--- config.mk ---
export PLATFORM = sky130hd
export DESIGN_NAME = gcl_cell
export DESIGN_NICKNAME = d
export VERILOG_FILES = /design/src/rtl/glyph_cache_lru_defines.svh /design/src/rtl/gcl_pkg.sv /design/src/rtl/gcl_cell.sv
export SDC_FILE = /design/constraint.sdc
export NUM_CORES = 1
export LEC_CHECK = 0
export BUFFER_PORTS_ARGS = -buffer_cell sky130_fd_sc_hd__buf_2
export CAP_MARGIN = 25
export CORE_AREA = 2 2 167 169
export CTS_BUF_LIST = sky130_fd_sc_hd__clkbuf_16
export CTS_CLUSTER_DIAMETER = 30
export DETAILED_ROUTE_END_ITERATION = 8
export DIE_AREA = 0 0 169 171
export HOLD_SLACK_MARGIN = 0.1
export PLACE_DENSITY = 0.65
export RECOVER_POWER = 50
export SLEW_MARGIN = 10
export SYNTH_ARGS = -nofsm -noshare
export SYNTH_HDL_FRONTEND = slang
export SYNTH_SLANG_ARGS = --single-unit
--- constraint.sdc ---
create_clock -name clock -period 2.7 [get_ports clock]
set_input_delay 0.135 -clock clock [delete_from_list [all_inputs] [get_ports clock]]
set_output_delay 0.135 -clock clock [all_outputs]
set_load 0.01 [all_outputs]
--- src/rtl/glyph_cache_lru_defines.svh ---
// ----------------------------------------------------------------------------
// glyph_cache_lru_defines.svh
// Assertion macros used by glyph_cache_lru.
// ----------------------------------------------------------------------------
`ifndef GLYPH_CACHE_LRU_DEFINES_SVH
`define GLYPH_CACHE_LRU_DEFINES_SVH

// Same-cycle implication, sampled on clock, off during reset.
`define GCL_ASSERT_NOW(lbl, ant, cons, msg) \
   lbl: assert property (@(posedge clock) disable iff (reset) (ant) |-> (cons)) \
      else $error(msg);

// Next-cycle implication, sampled on clock, off during reset.
`define GCL_ASSERT_NEXT(lbl, ant, cons, msg) \
   lbl: assert property (@(posedge clock) disable iff (reset) (ant) |=> (cons)) \
      else $error(msg);

`endif

--- src/rtl/gcl_pkg.sv ---
// ----------------------------------------------------------------------------
// gcl_pkg
// Types and constants of the glyph cache.
// ----------------------------------------------------------------------------
package gcl_pkg;

   localparam logic [1:0]  FUNC_LOOKUP = 2'd0;
   localparam logic [1:0]  FUNC_INSERT = 2'd1;
   localparam logic [1:0]  FUNC_CLEAR  = 2'd2;

   localparam logic [15:0] EMPTY_TAG   = 16'hFFFF;
   localparam int          SLOT_W      = 4;

   typedef struct packed {
      logic [1:0]  func;
      logic [15:0] char_code;
      logic [31:0] time_now;
      logic [31:0] bitmap_handle;
      logic [9:0]  glyph_width;
      logic [9:0]  glyph_height;
      logic [9:0]  row_pitch;
   } req_type;

   typedef struct packed {
      logic              hit;
      logic [SLOT_W-1:0] slot;
      logic [31:0]       found_handle;
      logic [9:0]        found_width;
      logic [9:0]        found_height;
      logic [9:0]        found_pitch;
      logic              evict_valid;
      logic [31:0]       evict_handle;
   } rsp_type;

   // Token that walks the cell row, one cell per cycle.
   typedef struct packed {
      logic        active;
      logic        found;
      logic [31:0] stamp;
      logic [31:0] handle;
      logic [9:0]  width;
      logic [9:0]  height;
      logic [9:0]  pitch;
   } scan_type;

   // Entry write broadcast to every cell.
   typedef struct packed {
      logic        en;
      logic [15:0] tag;
      logic [31:0] stamp;
      logic [31:0] handle;
      logic [9:0]  width;
      logic [9:0]  height;
      logic [9:0]  pitch;
   } wr_type;

endpackage

--- src/rtl/gcl_cell.sv ---
// ----------------------------------------------------------------------------
// gcl_cell
// One cache entry. Acts on the scan token as it passes and hands it on.
// ----------------------------------------------------------------------------
module gcl_cell #(
   parameter int IDX_W = 4,
   parameter int INDEX = 0
) (
   input  logic                  clock,
   input  logic                  reset,
   input  gcl_pkg::req_type      item,
   input  gcl_pkg::scan_type     scan_in,
   input  logic [IDX_W-1:0]      idx_in,
   input  gcl_pkg::wr_type       wr,
   input  logic [IDX_W-1:0]      wr_idx,
   output gcl_pkg::scan_type     scan_out,
   output logic [IDX_W-1:0]      idx_out
);
   import gcl_pkg::*;

   localparam logic [IDX_W-1:0] MY_IDX = IDX_W'(INDEX);

   logic [15:0]      tag_ff;
   logic [31:0]      stamp_ff;
   logic [31:0]      handle_ff;
   logic [9:0]       width_ff;
   logic [9:0]       height_ff;
   logic [9:0]       pitch_ff;
   scan_type         scan_ff;
   logic [IDX_W-1:0] idx_ff;

   logic     match;
   logic     pick;
   logic     clr;
   scan_type scan_in_nxt;
   logic [IDX_W-1:0] idx_in_nxt;

   always_comb begin
      match = scan_in.active && (item.func == FUNC_LOOKUP) && (item.char_code != EMPTY_TAG)
              && !scan_in.found && (tag_ff == item.char_code);
      pick  = scan_in.active && (item.func == FUNC_INSERT)
              && (!scan_in.found || (stamp_ff < scan_in.stamp));
      clr   = scan_in.active && (item.func == FUNC_CLEAR);
      scan_in_nxt = scan_in;
      idx_in_nxt  = idx_in;
      if (match || pick) begin
         scan_in_nxt.found  = 1'b1;
         scan_in_nxt.stamp  = stamp_ff;
         scan_in_nxt.handle = handle_ff;
         scan_in_nxt.width  = width_ff;
         scan_in_nxt.height = height_ff;
         scan_in_nxt.pitch  = pitch_ff;
         idx_in_nxt         = MY_IDX;
      end
   end

   always_ff @(posedge clock) begin
      if (reset) begin
         tag_ff    <= EMPTY_TAG;
         stamp_ff  <= '0;
         handle_ff <= '0;
         width_ff  <= '0;
         height_ff <= '0;
         pitch_ff  <= '0;
         scan_ff   <= '0;
         idx_ff    <= '0;
      end else begin
         scan_ff <= scan_in_nxt;
         idx_ff  <= idx_in_nxt;
         if (clr) begin
            tag_ff    <= EMPTY_TAG;
            handle_ff <= '0;
         end
         if (match) begin
            stamp_ff <= item.time_now;
         end
         if (wr.en && (wr_idx == MY_IDX)) begin
            tag_ff    <= wr.tag;
            stamp_ff  <= wr.stamp;
            handle_ff <= wr.handle;
            width_ff  <= wr.width;
            height_ff <= wr.height;
            pitch_ff  <= wr.pitch;
         end
      end
   end

   assign scan_out = scan_ff;
   assign idx_out  = idx_ff;

endmodule

==> metrics.cfg <==
[cts]
cts_root_buffer=clkbuf_16
cts_tree=built
cts-buffers-inserted=52
htreeDepth=2
clk_path_buf_depth=3
clk_latency_ns=0.55
cts.clk_slew.worst_paths_ns=0.04
cts_num_sinks=210

[run]
maxCapViolCount=0

[finish]
syn2layout_area_growth_pct=68.0
fin_nets=1983
final_core_utilization_pct=57.6
drive_gt1_share_pct=22.2
finalNonFillerCells=2014

[worst_setup_path]
crit_required_ns=3.17
crit_arrival_ns=2.99
setup.worst_path.start_class=register
end_kind=register
crit_type=reg2reg
crit_fanout=16

[pwr]
peakVddDrop_mv=0.497
cellPowerDensity_nw_per_um2=667
p_leak_nw=7.39

[timing]
setup_violations=0
slew_headroom_pct=10.2
grt_setup_unrepaired=no
max_freq_mhz=396
fin_tns_setup_ns=0
min_period_ns=2.53
worst_pin_slew_ns=1.35
fin_crit_sh_pct=93.5
final-hold-violation-count=0
fin_skew_ns=0.0213
fin_hold_ws_ns=0.0950
drv_slew=0
worst_slack_ns=0.175

[worst_hold_path]
hp-class=in2reg

[drt]
avgViaCountPerCell=4.75
ant_nets=0
drt-initial-drc-count=444
routed_wl_um=32100
routedWlPerCell_um=15.9
vias=9571
drtPass1Iterations=5
drcViolationCount=0

[synth]
synth.distinct_cells=38
async_flop_share_pct=0
synth_cells=1002
yosys_warnings=0
synth_edf_count=0
synth_top_area_share_pct=44.9
synth_area_um2=9370
yosys-top-cells-count=210 x dfxtp_1, 205 x nand2b_1, 126 x mux2i_1, 71 x nand2_1, 66 x nor2_1
syn_area_per_cell_um2=9.35
ys_ff_latch=210
synthFlopType=dfxtp_1
synth_top_area_cell=dfxtp_1
synth_area_leaders=dfxtp_1 45%, nand2b_1 14%, mux2i_1 13%
ys_seq_area_share_pct=44.9
synth_most_common_cell=dfxtp_1
syn_nets=1362

[floorplan]
start_util_pct=34.3
rows=61
dieArea_um2=28900
die_h_um=171
io_pins=429
die_x_um=169
core-area_um2=27300

[placement]
gp_congestion=0.834
port_buffers=366
post-place-ws_ns=-0.0692
place_hpwl_um=19400
dp.cells=1660

[grt]
grt_max_degree=97
grt_pass1_wl_um=48800
antenna_found_initial=2
track_usage_pct=21.0
grt_pass1_vias=9731
overflow=0

[outcome]
status=completed

[cells by family (layout without fill, tap and decap cells)]
kind of cell	Yosys count	count (layout)	synth area share (%)
fa+ha+maj	31	31	4.14
buf+inv	106	771	4.81
compound gates	137	137	9.66
simple gates	377	377	21.6
mux	126	126	13.5
flops	210	210	44.9
xor+xnor	15	15	1.40
other cells	0	1	0
[layout by cell type, fill, tap and decap left out, types with 31 or more instances in the layout]
master	count
buf_2	265
dlygate4sd3_1	252
dfxtp_1	210
nand2b_1	205
mux2i_1	126
clkbuf_1	100
nand2_1	70
nor2_1	66
clkbuf_16	52
inv_1	40
a21oi_1	40
a211oi_1	33
a22oi_1	32
ha_1	31
[timing repair]
action,CTS,global route
pin swaps,0,1
hold buffers,252,0
gates resized for setup,1,3
hold endpoints to repair,210,0
setup buffers,0,2
endpoints found under the setup margin,70,27
[final timing paths]
path                 from      endpoint  slack (ns)  depth (start not counted)
max reg2reg     tag_ff[8]  stamp_ff[18]        0.17                          8
max             tag_ff[8]  stamp_ff[18]        0.17                          8
min reg2reg  height_ff[6]  height_ff[6]        0.45                          2
min                 reset   width_ff[3]         0.1                          2
[stage by stage]
step | area (um^2) | power [W]
after global routing | 15700 | 0.0109
after global placement | 11500 | 0.00411
after detailed placement | 11500 | 0.00412
after CTS | 15800 | 0.0106
after floorplan | 9370 | 0.00372
final | 15700 | 0.0105
[state kept, by name, indices dropped and copies added (netlist names)]
name and count:
scan_out 96, handle_ff 32, stamp_ff 32, tag_ff 16, height_ff 10, pitch_ff 10, width_ff 10, idx_out 4
[per-layer routing]
metal	global-route usage [%]	vias up	part of all wire, %
met2	38.6	330	51
met5	0	-	0.037
met4	8.92	2	3.2
li1	-	4678	-
met1	23.0	4482	40
met3	5.07	79	5.8
[final cells by class]
class                           instances  area (um^2)
Sequential cell                       210         4200
Clock inverter                         46          455
Multi-Input combinational cell        686         4740
Tap cell                              346          433
Antenna cell                            1         2.50
Fill cell                            2298        11600
Inverter                               35          131
Timing Repair Buffer                  638         4470
Clock buffer                           52         1300
[report_power, final]
group / leakage, nW / internal [W] / total, W / switching [W]
clock: 0.865 / 0.00424 / 0.00616 / 0.00192
combinational: 4.80 / 0.000594 / 0.00106 / 0.000470
sequential: 1.72 / 0.00323 / 0.00327 / 0.0000444
[worst max-delay path, stage by stage (launching register included)]
cell and delay (ns):
dfxtp_1 0.32, xnor2_1 0.22, nand4_1 0.16, a2111oi_2 0.33
nand3_2 0.18, buf_6 0.23, mux2i_1 0.14, a211oi_1 0.28
dlygate4sd3_1 0.60
Note: power is estimated with default switching activity, not from simulation.
